`src/rtl/core/assert_macros.svh`:
```
// Assertion macros used by vem_seq in the core RTL.
`ifndef ASSERT_MACROS_SVH
`define ASSERT_MACROS_SVH
`ifndef SYNTHESIS
`define ASSERT_IMPLY(lbl, clk, rstn, ante, cons) \
  lbl: assert property (@(posedge clk) disable iff (!rstn) (ante) |-> (cons)) \
    else $error("assertion failed");
`define ASSERT_NEXT(lbl, clk, rstn, ante, cons) \
  lbl: assert property (@(posedge clk) disable iff (!rstn) (ante) |=> (cons)) \
    else $error("assertion failed");
`else
`define ASSERT_IMPLY(lbl, clk, rstn, ante, cons)
`define ASSERT_NEXT(lbl, clk, rstn, ante, cons)
`endif
`endif

```
`src/rtl/core/vem_pkg.sv`:
```
package vem_pkg;

  localparam int COORD_W    = 6;
  localparam int CNT_W      = 19;
  localparam int ABS_W      = 32;
  localparam int CFG_IDX_W  = 3;
  localparam int CFG_DATA_W = 6;

  localparam logic [1:0] REC_ABSENT   = 2'd0;
  localparam logic [1:0] REC_UNKNOWN  = 2'd1;
  localparam logic [1:0] REC_FREE     = 2'd2;
  localparam logic [1:0] REC_OCCUPIED = 2'd3;

  localparam logic [1:0] ST_UNKNOWN  = 2'd0;
  localparam logic [1:0] ST_FREE     = 2'd1;
  localparam logic [1:0] ST_OCCUPIED = 2'd2;
  localparam logic [1:0] ST_OUT      = 2'd3;

  localparam logic [1:0] MAP_FREE     = 2'd1;
  localparam logic [1:0] MAP_OCCUPIED = 2'd2;
  localparam logic [1:0] MAP_OUT      = 2'd3;

  localparam logic [1:0] MODE_OBSERVE  = 2'd0;
  localparam logic [1:0] MODE_QUERY    = 2'd1;
  localparam logic [1:0] MODE_FRONTIER = 2'd2;

  localparam logic [CFG_IDX_W-1:0] CFG_ENABLE = 3'd0;
  localparam logic [CFG_IDX_W-1:0] CFG_X_LOW  = 3'd1;
  localparam logic [CFG_IDX_W-1:0] CFG_X_HIGH = 3'd2;
  localparam logic [CFG_IDX_W-1:0] CFG_Y_LOW  = 3'd3;
  localparam logic [CFG_IDX_W-1:0] CFG_Y_HIGH = 3'd4;
  localparam logic [CFG_IDX_W-1:0] CFG_Z_LOW  = 3'd5;
  localparam logic [CFG_IDX_W-1:0] CFG_Z_HIGH = 3'd6;

  localparam int NBR_COUNT = 26;
  localparam int NBR_IDX_W = 5;
  localparam logic [NBR_IDX_W-1:0] NBR_LAST = 5'd25;

  typedef logic [5:0] nbr_off_t;

  // Each entry is {dx, dy, dz}, two-bit two's complement, z running fastest.
  localparam nbr_off_t NBR_OFF [NBR_COUNT] = '{
    6'b111111, 6'b111100, 6'b111101, 6'b110011, 6'b110000, 6'b110001,
    6'b110111, 6'b110100, 6'b110101, 6'b001111, 6'b001100, 6'b001101,
    6'b000011, 6'b000001, 6'b000111, 6'b000100, 6'b000101, 6'b011111,
    6'b011100, 6'b011101, 6'b010011, 6'b010000, 6'b010001, 6'b010111,
    6'b010100, 6'b010101
  };

  typedef struct packed {
    logic               enable;
    logic [COORD_W-1:0] x_low;
    logic [COORD_W-1:0] x_high;
    logic [COORD_W-1:0] y_low;
    logic [COORD_W-1:0] y_high;
    logic [COORD_W-1:0] z_low;
    logic [COORD_W-1:0] z_high;
  } cfg_t;

  typedef struct packed {
    logic free_inc;
    logic free_dec;
    logic occ_inc;
    logic occ_dec;
    logic unk_inc;
    logic unk_dec;
    logic absent_inc;
  } cnt_cmd_t;

  function automatic logic [1:0] merge_reading(input logic [1:0] m, input logic [1:0] inf);
    logic [1:0] res;
    if (m == MAP_OUT || inf == MAP_OUT) begin
      res = ST_OUT;
    end else if (m == MAP_OCCUPIED || inf == MAP_OCCUPIED) begin
      res = ST_OCCUPIED;
    end else if (m == MAP_FREE) begin
      res = ST_FREE;
    end else begin
      res = ST_UNKNOWN;
    end
    return res;
  endfunction

endpackage

```
`src/rtl/core/vem_counters.sv`:
```
module vem_counters (
  input  logic                     clk,
  input  logic                     rst_n,
  input  vem_pkg::cnt_cmd_t        cmd,
  output logic [vem_pkg::CNT_W-1:0] free_total,
  output logic [vem_pkg::CNT_W-1:0] occupied_total,
  output logic [vem_pkg::CNT_W-1:0] unknown_total,
  output logic [vem_pkg::ABS_W-1:0] absent_total
);
  import vem_pkg::*;

  logic [CNT_W-1:0] free_r, free_nxt;
  logic [CNT_W-1:0] occ_r, occ_nxt;
  logic [CNT_W-1:0] unk_r, unk_nxt;
  logic [ABS_W-1:0] abs_r, abs_nxt;

  function automatic logic [CNT_W-1:0] step19(input logic [CNT_W-1:0] c,
                                               input logic inc, input logic dec);
    logic [CNT_W-1:0] res;
    res = c;
    if (inc && !(&c)) begin
      res = c + 1'b1;
    end else if (dec && (c != '0)) begin
      res = c - 1'b1;
    end
    return res;
  endfunction

  always_comb begin
    free_nxt = step19(free_r, cmd.free_inc, cmd.free_dec);
    occ_nxt  = step19(occ_r, cmd.occ_inc, cmd.occ_dec);
    unk_nxt  = step19(unk_r, cmd.unk_inc, cmd.unk_dec);
    abs_nxt  = abs_r;
    if (cmd.absent_inc && !(&abs_r)) begin
      abs_nxt = abs_r + 1'b1;
    end
  end

  always_ff @(posedge clk) begin
    if (!rst_n) begin
      free_r <= '0;
      occ_r  <= '0;
      unk_r  <= '0;
      abs_r  <= '0;
    end else begin
      free_r <= free_nxt;
      occ_r  <= occ_nxt;
      unk_r  <= unk_nxt;
      abs_r  <= abs_nxt;
    end
  end

  assign free_total     = free_r;
  assign occupied_total = occ_r;
  assign unknown_total  = unk_r;
  assign absent_total   = abs_r;

endmodule

```
`config.mk`:
```
export PLATFORM = sky130hd
export DESIGN_NAME = vem_counters
export DESIGN_NICKNAME = d
export VERILOG_FILES = /design/src/rtl/core/assert_macros.svh /design/src/rtl/core/vem_pkg.sv /design/src/rtl/core/vem_counters.sv
export SDC_FILE = /design/constraint.sdc
export NUM_CORES = 1
export LEC_CHECK = 0
export BUFFER_PORTS_ARGS = -buffer_cell sky130_fd_sc_hd__buf_2
export CORE_UTILIZATION = 55
export CTS_BUF_LIST = sky130_fd_sc_hd__clkbuf_4 sky130_fd_sc_hd__clkbuf_8 sky130_fd_sc_hd__clkbuf_16
export CTS_CLUSTER_SIZE = 25
export DETAILED_ROUTE_END_ITERATION = 8
export GPL_TIMING_DRIVEN = 1
export PLACE_DENSITY_LB_ADDON = 0.3
export SYNTH_ARGS = -nofsm -noshare
export SYNTH_HDL_FRONTEND = slang
export SYNTH_SLANG_ARGS = --single-unit
```
`constraint.sdc`:
```
create_clock -name clk -period 10.9 [get_ports clk]
set_clock_uncertainty 0.1 [all_clocks]
set_input_delay 1.09 -clock clk [delete_from_list [all_inputs] [get_ports clk]]
set_output_delay 1.09 -clock clk [all_outputs]
set_load 0.01 [all_outputs]
```
==> flow_metrics.tcl <==
set metrics [dict create \
    run_status "finished with violations" \
    failed_checks "DRC" \
    io_buffers 97 \
    overflow 0 \
    diodes 0 \
    synth_cell_types 77 \
    placed_area_mm2 0.00721 \
    drtIter0Drc 381 \
    die-width_um 112 \
    cts_tree "yes" \
    die_area_mm2 0.0126 \
    drtPass1Iterations 7 \
    whs_ns 0.405 \
    multi_input_area_mm2 0.00470 \
    design.core.area_mm2 0.0116 \
    critPathMaxFanout 23 \
    finalHoldViolations 0 \
    cts-root-buf "clkbuf_16" \
    ios 98 \
    fill_cells 1083 \
    grt_pass1_vias 5925 \
    syn_inst 845 \
    initial_utilization 0.576 \
    die_y_um 112 \
    synth_top_area_cell "dfxtp_1" \
    place_hpwl_mm 12.0 \
    r2r-end "free_total[18]$_SDFFE_PN0P_" \
    fin_crit_sh 0.357 \
    slew_viol_final 0 \
    synth_area_per_cell_um2 7.92 \
    period_minus_slack_ns 3.89 \
    ys_seq_area_frac 0.266 \
    ys_async_sr_fraction 0 \
    htreeDepth 3 \
    ys_warn_count 0 \
    areaGrowthSynthToFinish_pct 12.0 \
    stdcell_area_mm2 0.00749 \
    p_per_area_mw_per_mm2 204 \
    cts_sinks 89 \
    antenna_left 0 \
    finalNetCount 988 \
    end_kind "flop" \
    clock_latency_ns 0.35 \
    cts_setup_buffers 0 \
    hold_start "free_total[4]$_SDFFE_PN0P_" \
    min_path_type "reg -> reg" \
    synth_fp_nets 909 \
    required_ns 11.05 \
    grt_max_degree 47 \
    setup_viol 0 \
    grt_usage 0.270 \
    cts_buffers 9 \
    finalSetupTns_ns 0 \
    worst_setup_path_start_kind "flop" \
    cap_violations 0 \
    clkTransAtPathRegs_ns 0.07 \
    ctsResizeCount 0 \
    r2r_setup_slack_ns 7.01 \
    wire_per_inst_um 15.6 \
    synth_seq_cells 89 \
    synth_enable_flop_cells 0 \
    synth.top_cells.by_area "dfxtp_1 27%, ha_1 9.7%, xnor2_1 5.5%" \
    vias 6542 \
    rows 39 \
    totalWireLength_mm 16.7 \
    grt_pass1_wl_mm 28.0 \
    critPathKind "reg -> reg" \
    r2r-start "free_total[0]$_SDFFE_PN0P_" \
    gp_congestion 0.855 \
    worstHoldEndpoint "free_total[4]$_SDFFE_PN0P_" \
    synth_top_area_frac 0.266 \
    rsz0062_at_grt "no" \
    cts_hold_buf 0 \
    slew_headroom 0.428 \
    worst_pin_slew_ns 0.857 \
    syn_area_mm2 0.00669 \
    antenna_found_initial 0 \
    reg2regPathDepth 9 \
    yosys_most_used_dff "dfxtp_1" \
    drive_above_1_share 0.158 \
    max_freq_ghz 0.257 \
    drcViolationCount 4 \
    p_leak_nw 3.18 \
    cts_buffer_depth 2 \
    vdd_drop_max_mv 0.103 \
    final-seq-area_mm2 0.00178 \
    final_util 0.645 \
    whs_path_depth 2 \
    arrival_ns 4.04 \
    viasPerCell 6.11 \
]
power breakdown:
group | internal, W | leakage, nW | switching [W] | total (W)
registers | 0.000389 | 0.732 | 0.0000938 | 0.000483
logic | 0.000325 | 2.32 | 0.000419 | 0.000744
clock network | 0.000161 | 0.131 | 0.000138 | 0.000299
total | 0.000875 | 3.18 | 0.000651 | 0.00153
layout make-up:
type,count,area share
clock buffers,10,0.0319
clock inverters,5,0.00551
inverters,11,0.00551
multi-input cells,713,0.628
flip-flops and latches,89,0.238
well taps,143,0.0239
repair buffers,100,0.0678
worst max-delay path, cell delays in order (launching register included):
cell,delay [ns]
dfxtp_1,0.50
nand4_1,0.13
or4_4,0.56
o21ai_4,0.53
ha_1,0.41
a21oi_1,0.28
nand2_1,0.11
o41ai_2,0.59
o31ai_1,0.23
o311ai_0,0.34
flip-flops by register name (all words and copies together), names as in the netlist:
name	flops
absent_total	32
free_total	19
occupied_total	19
unknown_total	19
synthesized netlist by cell type, drive strengths merged (13+ instances only):
cell / count
nor2: 82
clkbuf: 23
nor4: 13
dfxtp: 89
nand4: 25
o21ai: 38
ha: 52
a21o: 14
or3: 15
nand3: 48
o22ai: 17
a211oi: 20
xnor2: 42
and3: 13
nand2: 98
a21oi: 73
xor2: 19
worst max-delay path by stage:
stage	endpoint	start	slack, ns
2_1_floorplan	unknown_total[15]$_SDFFE_PN0P_	unknown_total[10]$_SDFFE_PN0P_	7.39
3_3_place_gp	free_total[18]$_SDFFE_PN0P_	free_total[0]$_SDFFE_PN0P_	7.19
3_5_place_dp	free_total[18]$_SDFFE_PN0P_	free_total[0]$_SDFFE_PN0P_	7.02
4_1_cts	free_total[18]$_SDFFE_PN0P_	free_total[0]$_SDFFE_PN0P_	7.01
5_1_grt	free_total[18]$_SDFFE_PN0P_	free_total[0]$_SDFFE_PN0P_	6.76
6_report	free_total[18]$_SDFFE_PN0P_	free_total[0]$_SDFFE_PN0P_	7.01
kinds of logic after synthesis:
| kind of cell | after synthesis | share of synthesized area |
|---|---|---|
| simple gates | 356 | 0.272 |
| compound gates | 238 | 0.240 |
| flops | 89 | 0.266 |
| xor+xnor | 61 | 0.0799 |
| fa+ha+maj | 55 | 0.106 |
| buf+inv | 43 | 0.0307 |
| mux | 3 | 0.00449 |
through the flow:
step	total power [W]	setup WS [ns]	cells
after global routing	0.00164	6.76	1071
after detailed placement	0.00122	7.02	1056
final	0.00153	7.01	1071
after floorplan	0.00103	7.39	845
after CTS	0.00152	7.01	1071
after global placement	0.00121	7.19	1056
routing by layer:
metal,part of all wire,vias up,track usage
met1,0.47,3031,0.360
li1,-,3331,-
met2,0.47,161,0.446
met3,0.042,19,0.0340
met4,0.017,0,0.101
met5,0,-,0
cells in the final DEF (no fill, tap or decap), types with 9 or more instances in the layout:
| master | synthesis | routed |
|---|---|---|
| or3_1 | 14 | 14 |
| nor2_1 | 82 | 82 |
| buf_2 | 3 | 97 |
| and3_1 | 13 | 13 |
| a21o_1 | 14 | 14 |
| nor4_1 | 13 | 13 |
| inv_1 | 11 | 10 |
| nand3_1 | 48 | 48 |
| o22ai_1 | 17 | 17 |
| xnor2_1 | 42 | 42 |
| o21a_1 | 10 | 10 |
| ha_1 | 52 | 52 |
| a211oi_1 | 16 | 16 |
| nand4_1 | 23 | 23 |
| xor2_1 | 19 | 19 |
| o21ai_0 | 34 | 34 |
| clkbuf_16 | 0 | 9 |
| a21oi_1 | 71 | 71 |
| nand2_1 | 95 | 95 |
| nor3_1 | 12 | 12 |
| and2_1 | 10 | 10 |
| dfxtp_1 | 89 | 89 |
Power figures use the tool's default switching activity.
