==> config.mk <==
export PLATFORM = sky130hd
export DESIGN_NAME = vem_seq
export DESIGN_NICKNAME = d
export VERILOG_FILES = /design/src/rtl/core/vem_pkg.sv /design/src/rtl/core/vem_seq.sv
export VERILOG_INCLUDE_DIRS = /design/src /design/src/rtl/core
export SDC_FILE = /design/constraint.sdc
export NUM_CORES = 1
export LEC_CHECK = 0
export BUFFER_PORTS_ARGS = -buffer_cell sky130_fd_sc_hd__buf_2
export CORE_ASPECT_RATIO = 1.75
export CORE_MARGIN = 1.5
export CORE_UTILIZATION = 35
export CTS_BUF_LIST = sky130_fd_sc_hd__clkbuf_8
export DETAILED_ROUTE_END_ITERATION = 12
export GPL_TIMING_DRIVEN = 0
export PLACE_DENSITY_LB_ADDON = 0.12
export SLEW_MARGIN = 20
export SYNTH_ARGS = -nofsm -noshare
export SYNTH_HDL_FRONTEND = slang
export SYNTH_SLANG_ARGS = --single-unit
==> constraint.sdc <==
create_clock -name clk -period 9.85 [get_ports clk]
set_input_delay 0 -clock clk [delete_from_list [all_inputs] [get_ports clk]]
set_output_delay 0 -clock clk [all_outputs]
set_load 0.1 [all_outputs]
==> src/rtl/core/assert_macros.svh <==
// Assertion macros used by vem_seq in the core RTL.
`ifndef ASSERT_MACROS_SVH
`define ASSERT_MACROS_SVH
`ifndef SYNTHESIS
`define ASSERT_IMPLY(lbl, clk, rstn, ante, cons) \
  lbl: assert property (@(posedge clk) disable iff (!rstn) (ante) |-> (cons)) \
    else $error("assertion failed");
`define ASSERT_NEXT(lbl, clk, rstn, ante, cons) \
  lbl: assert property (@(posedge clk) disable iff (!rstn) (ante) |=> (cons)) \
    else $error("assertion failed");
`else
`define ASSERT_IMPLY(lbl, clk, rstn, ante, cons)
`define ASSERT_NEXT(lbl, clk, rstn, ante, cons)
`endif
`endif

==> src/rtl/core/vem_pkg.sv <==
package vem_pkg;

  localparam int COORD_W    = 6;
  localparam int CNT_W      = 19;
  localparam int ABS_W      = 32;
  localparam int CFG_IDX_W  = 3;
  localparam int CFG_DATA_W = 6;

  localparam logic [1:0] REC_ABSENT   = 2'd0;
  localparam logic [1:0] REC_UNKNOWN  = 2'd1;
  localparam logic [1:0] REC_FREE     = 2'd2;
  localparam logic [1:0] REC_OCCUPIED = 2'd3;

  localparam logic [1:0] ST_UNKNOWN  = 2'd0;
  localparam logic [1:0] ST_FREE     = 2'd1;
  localparam logic [1:0] ST_OCCUPIED = 2'd2;
  localparam logic [1:0] ST_OUT      = 2'd3;

  localparam logic [1:0] MAP_FREE     = 2'd1;
  localparam logic [1:0] MAP_OCCUPIED = 2'd2;
  localparam logic [1:0] MAP_OUT      = 2'd3;

  localparam logic [1:0] MODE_OBSERVE  = 2'd0;
  localparam logic [1:0] MODE_QUERY    = 2'd1;
  localparam logic [1:0] MODE_FRONTIER = 2'd2;

  localparam logic [CFG_IDX_W-1:0] CFG_ENABLE = 3'd0;
  localparam logic [CFG_IDX_W-1:0] CFG_X_LOW  = 3'd1;
  localparam logic [CFG_IDX_W-1:0] CFG_X_HIGH = 3'd2;
  localparam logic [CFG_IDX_W-1:0] CFG_Y_LOW  = 3'd3;
  localparam logic [CFG_IDX_W-1:0] CFG_Y_HIGH = 3'd4;
  localparam logic [CFG_IDX_W-1:0] CFG_Z_LOW  = 3'd5;
  localparam logic [CFG_IDX_W-1:0] CFG_Z_HIGH = 3'd6;

  localparam int NBR_COUNT = 26;
  localparam int NBR_IDX_W = 5;
  localparam logic [NBR_IDX_W-1:0] NBR_LAST = 5'd25;

  typedef logic [5:0] nbr_off_t;

  // Each entry is {dx, dy, dz}, two-bit two's complement, z running fastest.
  localparam nbr_off_t NBR_OFF [NBR_COUNT] = '{
    6'b111111, 6'b111100, 6'b111101, 6'b110011, 6'b110000, 6'b110001,
    6'b110111, 6'b110100, 6'b110101, 6'b001111, 6'b001100, 6'b001101,
    6'b000011, 6'b000001, 6'b000111, 6'b000100, 6'b000101, 6'b011111,
    6'b011100, 6'b011101, 6'b010011, 6'b010000, 6'b010001, 6'b010111,
    6'b010100, 6'b010101
  };

  typedef struct packed {
    logic               enable;
    logic [COORD_W-1:0] x_low;
    logic [COORD_W-1:0] x_high;
    logic [COORD_W-1:0] y_low;
    logic [COORD_W-1:0] y_high;
    logic [COORD_W-1:0] z_low;
    logic [COORD_W-1:0] z_high;
  } cfg_t;

  typedef struct packed {
    logic free_inc;
    logic free_dec;
    logic occ_inc;
    logic occ_dec;
    logic unk_inc;
    logic unk_dec;
    logic absent_inc;
  } cnt_cmd_t;

  function automatic logic [1:0] merge_reading(input logic [1:0] m, input logic [1:0] inf);
    logic [1:0] res;
    if (m == MAP_OUT || inf == MAP_OUT) begin
      res = ST_OUT;
    end else if (m == MAP_OCCUPIED || inf == MAP_OCCUPIED) begin
      res = ST_OCCUPIED;
    end else if (m == MAP_FREE) begin
      res = ST_FREE;
    end else begin
      res = ST_UNKNOWN;
    end
    return res;
  endfunction

endpackage

==> src/rtl/core/vem_seq.sv <==
`include "assert_macros.svh"

module vem_seq #(
  parameter int GRID_X_CELLS = 64,
  parameter int GRID_Y_CELLS = 64,
  parameter int GRID_Z_CELLS = 64,
  localparam int XW = $clog2(GRID_X_CELLS),
  localparam int YW = $clog2(GRID_Y_CELLS),
  localparam int ZW = $clog2(GRID_Z_CELLS),
  localparam int AW = XW + YW + ZW
) (
  input  logic                        clk,
  input  logic                        rst_n,
  input  logic                        start,
  output logic                        busy,
  input  logic [1:0]                  in_mode,
  input  logic [vem_pkg::COORD_W-1:0] in_x_index,
  input  logic [vem_pkg::COORD_W-1:0] in_y_index,
  input  logic [vem_pkg::COORD_W-1:0] in_z_index,
  input  logic [1:0]                  in_map_type,
  input  logic [1:0]                  in_inflated_type,
  input  vem_pkg::cfg_t               cfg,
  output logic                        mem_we,
  output logic [AW-1:0]               mem_waddr,
  output logic [1:0]                  mem_wdata,
  output logic [AW-1:0]               mem_raddr,
  input  logic [1:0]                  mem_rdata,
  output vem_pkg::cnt_cmd_t           cnt_cmd,
  output logic                        out_valid,
  output logic [1:0]                  out_cell_state,
  output logic                        out_observation_taken,
  output logic                        out_neighbour_unknown,
  output logic                        out_is_frontier
);
  import vem_pkg::*;

  localparam logic [2:0] S_CLEAR  = 3'd0;
  localparam logic [2:0] S_IDLE   = 3'd1;
  localparam logic [2:0] S_CENTER = 3'd2;
  localparam logic [2:0] S_WALK   = 3'd3;
  localparam logic [2:0] S_DONE   = 3'd4;

  logic [2:0]           state_r, state_nxt;
  logic [AW-1:0]        clr_addr_r, clr_addr_nxt;
  logic [1:0]           mode_r, mode_nxt;
  logic [COORD_W-1:0]   x_r, x_nxt, y_r, y_nxt, z_r, z_nxt;
  logic [1:0]           obs_r, obs_nxt;
  logic                 inb_r, inb_nxt;
  logic                 grid_r, grid_nxt;
  logic [NBR_IDX_W-1:0] k_r, k_nxt;
  logic                 nb_inb_r, nb_inb_nxt;
  logic                 ctr_free_r, ctr_free_nxt;
  logic [1:0]           res_state_r, res_state_nxt;
  logic                 res_taken_r, res_taken_nxt;
  logic                 res_nbr_r, res_nbr_nxt;
  logic                 res_front_r, res_front_nxt;

  logic                 accept;
  logic [7:0]           cx_in, cy_in, cz_in;
  logic [NBR_IDX_W-1:0] nk;
  nbr_off_t             off;
  logic [7:0]           nx, ny, nz;
  logic                 nb_ok;
  logic                 taken;
  logic [1:0]           new_rec;

  function automatic logic axis_grid(input logic [7:0] c, input int cells);
    return !c[7] && ({24'd0, c} < 32'(cells));
  endfunction

  function automatic logic axis_box(input logic [7:0] c, input int cells,
                                    input logic [COORD_W-1:0] lo,
                                    input logic [COORD_W-1:0] hi);
    return axis_grid(c, cells) && (c[6:0] >= {1'b0, lo}) && (c[6:0] <= {1'b0, hi});
  endfunction

  function automatic logic [AW-1:0] cell_addr(input logic [7:0] ax, input logic [7:0] ay,
                                               input logic [7:0] az);
    return {XW'(ax[6:0]), YW'(ay[6:0]), ZW'(az[6:0])};
  endfunction

  function automatic logic [1:0] state_of(input logic inb, input logic [1:0] rec);
    logic [1:0] res;
    if (!inb) begin
      res = ST_OUT;
    end else if (rec == REC_ABSENT) begin
      res = ST_UNKNOWN;
    end else begin
      res = rec - 2'd1;
    end
    return res;
  endfunction

  assign busy   = !(state_r == S_IDLE || state_r == S_DONE);
  assign accept = start && !busy;

  assign cx_in = {2'b00, in_x_index};
  assign cy_in = {2'b00, in_y_index};
  assign cz_in = {2'b00, in_z_index};

  assign nk  = (state_r == S_CENTER) ? '0 : ((k_r == NBR_LAST) ? k_r : k_r + 5'd1);
  assign off = NBR_OFF[nk];
  assign nx  = {2'b00, x_r} + {{6{off[5]}}, off[5:4]};
  assign ny  = {2'b00, y_r} + {{6{off[3]}}, off[3:2]};
  assign nz  = {2'b00, z_r} + {{6{off[1]}}, off[1:0]};

  assign nb_ok = axis_box(nx, GRID_X_CELLS, cfg.x_low, cfg.x_high) &&
                 axis_box(ny, GRID_Y_CELLS, cfg.y_low, cfg.y_high) &&
                 axis_box(nz, GRID_Z_CELLS, cfg.z_low, cfg.z_high);

  assign mem_raddr = (state_r == S_CENTER || state_r == S_WALK) ? cell_addr(nx, ny, nz)
                                                                : cell_addr(cx_in, cy_in, cz_in);

  always_comb begin
    state_nxt     = state_r;
    clr_addr_nxt  = clr_addr_r;
    mode_nxt      = mode_r;
    x_nxt         = x_r;
    y_nxt         = y_r;
    z_nxt         = z_r;
    obs_nxt       = obs_r;
    inb_nxt       = inb_r;
    grid_nxt      = grid_r;
    k_nxt         = k_r;
    nb_inb_nxt    = nb_inb_r;
    ctr_free_nxt  = ctr_free_r;
    res_state_nxt = res_state_r;
    res_taken_nxt = res_taken_r;
    res_nbr_nxt   = res_nbr_r;
    res_front_nxt = res_front_r;
    mem_we        = 1'b0;
    mem_waddr     = cell_addr({2'b00, x_r}, {2'b00, y_r}, {2'b00, z_r});
    mem_wdata     = REC_ABSENT;
    cnt_cmd       = '0;
    taken         = 1'b0;
    new_rec       = mem_rdata;

    case (state_r)
      S_CLEAR: begin
        mem_we       = 1'b1;
        mem_waddr    = clr_addr_r;
        clr_addr_nxt = clr_addr_r + 1'b1;
        if (&clr_addr_r) begin
          state_nxt = S_IDLE;
        end
      end
      S_IDLE, S_DONE: begin
        if (accept) begin
          mode_nxt  = in_mode;
          x_nxt     = in_x_index;
          y_nxt     = in_y_index;
          z_nxt     = in_z_index;
          obs_nxt   = merge_reading(in_map_type, in_inflated_type);
          inb_nxt   = axis_box(cx_in, GRID_X_CELLS, cfg.x_low, cfg.x_high) &&
                      axis_box(cy_in, GRID_Y_CELLS, cfg.y_low, cfg.y_high) &&
                      axis_box(cz_in, GRID_Z_CELLS, cfg.z_low, cfg.z_high);
          grid_nxt  = axis_grid(cx_in, GRID_X_CELLS) && axis_grid(cy_in, GRID_Y_CELLS) &&
                      axis_grid(cz_in, GRID_Z_CELLS);
          state_nxt = S_CENTER;
        end else begin
          state_nxt = S_IDLE;
        end
      end
      S_CENTER: begin
        res_taken_nxt = 1'b0;
        res_nbr_nxt   = 1'b0;
        res_front_nxt = 1'b0;
        state_nxt     = S_DONE;
        case (mode_r)
          MODE_OBSERVE: begin
            taken = cfg.enable && inb_r && (obs_r != ST_OUT);
            if (taken) begin
              if (obs_r == ST_UNKNOWN) begin
                if (mem_rdata == REC_ABSENT) begin
                  new_rec         = REC_UNKNOWN;
                  cnt_cmd.unk_inc = 1'b1;
                end
              end else begin
                new_rec = obs_r + 2'd1;
                if (mem_rdata != new_rec) begin
                  case (mem_rdata)
                    REC_FREE:     cnt_cmd.free_dec = 1'b1;
                    REC_OCCUPIED: cnt_cmd.occ_dec  = 1'b1;
                    REC_UNKNOWN:  cnt_cmd.unk_dec  = 1'b1;
                    default: ;
                  endcase
                  if (new_rec == REC_FREE) begin
                    cnt_cmd.free_inc = 1'b1;
                  end else begin
                    cnt_cmd.occ_inc = 1'b1;
                  end
                end
              end
            end
            mem_we        = taken && (new_rec != mem_rdata);
            mem_wdata     = new_rec;
            res_state_nxt = state_of(inb_r, new_rec);
            res_taken_nxt = taken;
          end
          MODE_QUERY: begin
            res_state_nxt      = state_of(inb_r, mem_rdata);
            cnt_cmd.absent_inc = inb_r && (mem_rdata == REC_ABSENT);
          end
          MODE_FRONTIER: begin
            res_state_nxt = state_of(inb_r, mem_rdata);
            ctr_free_nxt  = grid_r && (mem_rdata == REC_FREE);
            k_nxt         = '0;
            nb_inb_nxt    = nb_ok;
            state_nxt     = S_WALK;
          end
          default: begin
            res_state_nxt = ST_UNKNOWN;
          end
        endcase
      end
      S_WALK: begin
        cnt_cmd.absent_inc = nb_inb_r && (mem_rdata == REC_ABSENT);
        if (nb_inb_r && (mem_rdata == REC_ABSENT || mem_rdata == REC_UNKNOWN)) begin
          res_nbr_nxt   = 1'b1;
          res_front_nxt = ctr_free_r;
          state_nxt     = S_DONE;
        end else if (k_r == NBR_LAST) begin
          state_nxt = S_DONE;
        end else begin
          k_nxt      = nk;
          nb_inb_nxt = nb_ok;
        end
      end
      default: begin
        state_nxt = S_IDLE;
      end
    endcase
  end

  always_ff @(posedge clk) begin
    if (!rst_n) begin
      state_r    <= S_CLEAR;
      clr_addr_r <= '0;
    end else begin
      state_r    <= state_nxt;
      clr_addr_r <= clr_addr_nxt;
    end
  end

  always_ff @(posedge clk) begin
    mode_r      <= mode_nxt;
    x_r         <= x_nxt;
    y_r         <= y_nxt;
    z_r         <= z_nxt;
    obs_r       <= obs_nxt;
    inb_r       <= inb_nxt;
    grid_r      <= grid_nxt;
    k_r         <= k_nxt;
    nb_inb_r    <= nb_inb_nxt;
    ctr_free_r  <= ctr_free_nxt;
    res_state_r <= res_state_nxt;
    res_taken_r <= res_taken_nxt;
    res_nbr_r   <= res_nbr_nxt;
    res_front_r <= res_front_nxt;
  end

  assign out_valid             = (state_r == S_DONE);
  assign out_cell_state        = res_state_r;
  assign out_observation_taken = res_taken_r;
  assign out_neighbour_unknown = res_nbr_r;
  assign out_is_frontier       = res_front_r;

  `ASSERT_IMPLY(a_write_phase, clk, rst_n, mem_we, (state_r == S_CLEAR) || (state_r == S_CENTER))
  `ASSERT_NEXT(a_accept_center, clk, rst_n, start && !busy, state_r == S_CENTER)
  `ASSERT_IMPLY(a_walk_range, clk, rst_n, state_r == S_WALK, k_r <= NBR_LAST)
  `ASSERT_IMPLY(a_front_has_nbr, clk, rst_n, out_valid && out_is_frontier, out_neighbour_unknown)
  `ASSERT_IMPLY(a_taken_in_box, clk, rst_n, out_valid && out_observation_taken, out_cell_state != ST_OUT)

endmodule

==> out/metrics.yaml <==
io-pin-count: 119
vdd_drop_max_mv: 0.0511
yosys_warnings: 0
rsz0062_at_grt: "false"
drv_cap: 0
numCtsBuffers: 5
grt_pass1_vias: 5175
crit_family: "compound AO/OA/AOI/OAI gates"
ys_seq_elements: 56
crit_fanout: 7
required_ns: 10.05
drive_gt1_share_pct: 19.9
firstDrtPassIters: 4
diodes: 0
clock_latency_ns: 0.33
crit_top_cell: "ha_1"
cts_buffer_depth: 2
wire_per_inst_um: 16.5
power_density_mw_per_mm2: 79.4
crit_path_end_kind: "register"
critPathLaunchType: "register"
synthCells: 641
tightest_slew_ns: 1.03
fin_crit_sh_pct: 62.8
worstPathArrival_ns: 6.39
grt_antenna_before_repair: 0
layout_common_cells: "buf_2, ha_1, nand2_1, inv_1, a21oi_1"
netlist_area_mm2: 0.00565
hold_viol: 0
cts_setup_buffers: 0
cts_tree: "done"
cts_root_buf: "clkbuf_8"
grt_overflow: 0
core_mm2: 0.0159
dp_hpwl_um: 13500
drc: 0
synth-edff-count: 35
num-fill-cells: 1634
yosys.cell_types.count: 63
final_common_cell: "buf_2"
tns_ns: 0
worst-path-buf-inv: 2
routed_via_density: 5.23
gp_congestion: 0.857
status: "completed"
port_buffers: 116
clock-sinks: 56
setup_viol: 0
cts.clk_slew.worst_paths_ns: 0.11
drt-total-wl_um: 16100
synth-async-reset-ratio_pct: 0
power.total_uw: 542
grt_max_degree: 24
leakage_uw: 0.00334
ant_nets: 0
slew_violations: 0
dr.first_iter.drc_count: 213
dieHeight_um: 171
start_util_pct: 35.6
synth_nets: 814
grt_usage_pct: 19.2
fmax_mhz: 162
vias: 5122
period_needed_ns: 6.19
die-area_mm2: 0.0169
num_rows: 61
die_w_um: 99.0
fin_worst_skew_ns: 0.00296
slowest_stage: "o211ai_1"
cp_slowest_stage_delay_ns: 0.71
synthToLayoutAreaGrowth_pct: 20.9
avgSynthCellArea_um2: 8.81
timing_worst_setup_path_type: "reg2reg"
grt_pass1_wl_um: 25500
yosysSeqAreaShare_pct: 26.1
nNetsFinal: 962
hold_path_class: "in2reg"
crit_path_cell_trace: "inv_1 > ha_1 > nand4b_1 > o211ai_1 > inv_1 > ha_1 > nor4_1 > a2bb2oi_1 > o22ai_1 > and2_1 > ha_1 > a21o_1 > a21oi_1 > o21ai_0 > xnor2_1 > ha_1 > nand3_1 > a21oi_1 > a211oi_1 > o22ai_1 > nor4_1 > and4_1"
cts_max_level: 2
synthFlopType: "edfxtp_1"
slew_headroom_pct: 31.1
[worst register-to-register path, delay by kind of cell, from the launching register on]
kind | cells | cell delay, ns
and+or+nand+nor | 6 | 1.82
DFF | 1 | 0.49
buffers and inverters | 2 | 0.28
adders and majority gates | 4 | 1.02
AOI/OAI and AO/OA | 9 | 2.08
xor gates and xnor gates | 1 | 0.38
[where the power goes]
part	internal, uW	total [uW]	switching (uW)
Combinational	47.5	129	81.7
Clock	76.1	162	86.2
Sequential	249	251	1.85
Total	372	542	170
[per-stage QoR]
stage / area (um2) / hold slack [ns] / setup WS [ns] / util (%) / instances
after global placement: 6460 / 0.183 / 3.90 / 40.7 / 946
after detailed placement: 6460 / 0.182 / 3.73 / 40.7 / 946
after CTS: 6830 / 0.0740 / 3.67 / 43.0 / 979
final: 6830 / 0.0718 / 3.66 / 43.0 / 979
after global routing: 6830 / 0.0893 / 3.14 / 43.0 / 979
after floorplan: 5650 / 0.0989 / 5.10 / - / 641
[what timing repair did]
item | CTS | global route
hold endpoints to repair | 23 | 0
hold buffers | 25 | 0
endpoints found under the setup margin | 0 | 0
resized for setup | 0 | 0
[kinds of logic (layout without fill, tap and decap cells)]
group / Yosys count / in the layout / share of synthesized area, %
adder cells (fa/ha/maj): 107 / 107 / 24.0
flip-flops: 56 / 56 / 26.1
AND/OR/NAND/NOR: 212 / 212 / 19.1
multiplexers: 27 / 27 / 5.60
buffers and inverters: 78 / 227 / 5.56
XOR/XNOR: 39 / 39 / 6.05
AO/OA/AOI/OAI: 122 / 122 / 13.7
[flip-flops by register name, indices dropped and copies added, names as in the netlist]
register,count
out_observation_taken,1
y_r,6
state_r,3
x_r,6
out_neighbour_unknown,1
inb_r,1
mode_r,2
k_r,5
out_is_frontier,1
ctr_free_r,1
obs_r,2
z_r,6
clr_addr_r,18
nb_inb_r,1
out_cell_state,2
[final timing paths]
kind                   from             end  slack, ns  cells past startpoint
min                   rst_n      state_r[1]       0.07                      3
max                  k_r[1]        nb_inb_r       3.66                     22
max reg2reg          k_r[1]        nb_inb_r       3.66                     22
min reg2reg  clr_addr_r[10]  clr_addr_r[10]       0.58                      2
[cell usage after synthesis (3+ instances only)]
master	instances	area, um2
a211oi_1	5	37.5
a21o_1	12	90.1
a21oi_1	43	215
a31oi_1	3	18.8
and2_1	19	119
and3_1	9	56.3
and4_1	3	26.3
clkbuf_1	11	41.3
dfxtp_1	21	420
edfxtp_1	35	1050
ha_1	105	1310
inv_1	61	229
mux2_2	19	214
mux2i_1	5	50.1
nand2_1	71	267
nand2b_1	13	81.3
nand3_1	20	100
nand4_1	7	43.8
nor2_1	27	101
nor2b_1	17	106
nor3_1	6	30.0
nor3b_1	3	22.5
nor4_1	6	37.5
o211ai_1	4	30.0
o21a_1	5	37.5
o21ai_0	25	125
o21bai_1	3	22.5
o22ai_1	4	25.0
xnor2_1	27	236
xor2_1	12	105
[layer usage]
layer  wire (um)  up-vias  global-route usage [%]
li1            -     2566                       -
met2        9350      102                    40.1
met3         390       21                    1.76
met5           0        -                       0
met4         300        0                    5.47
met1        6110     2433                    19.6
[cell type report]
cell class	instances	area (um2)	area share (%)
Buffer	17	85.1	1.25
Inverter	61	229	3.35
Multi-Input combinational cell	507	3860	56.6
Clock buffer	5	68.8	1.01
Clock inverter	3	42.5	0.623
Sequential cell	56	1470	21.6
Tap cell	189	236	3.46
Timing Repair Buffer	141	831	12.2
(Power assumes the default switching activity.)
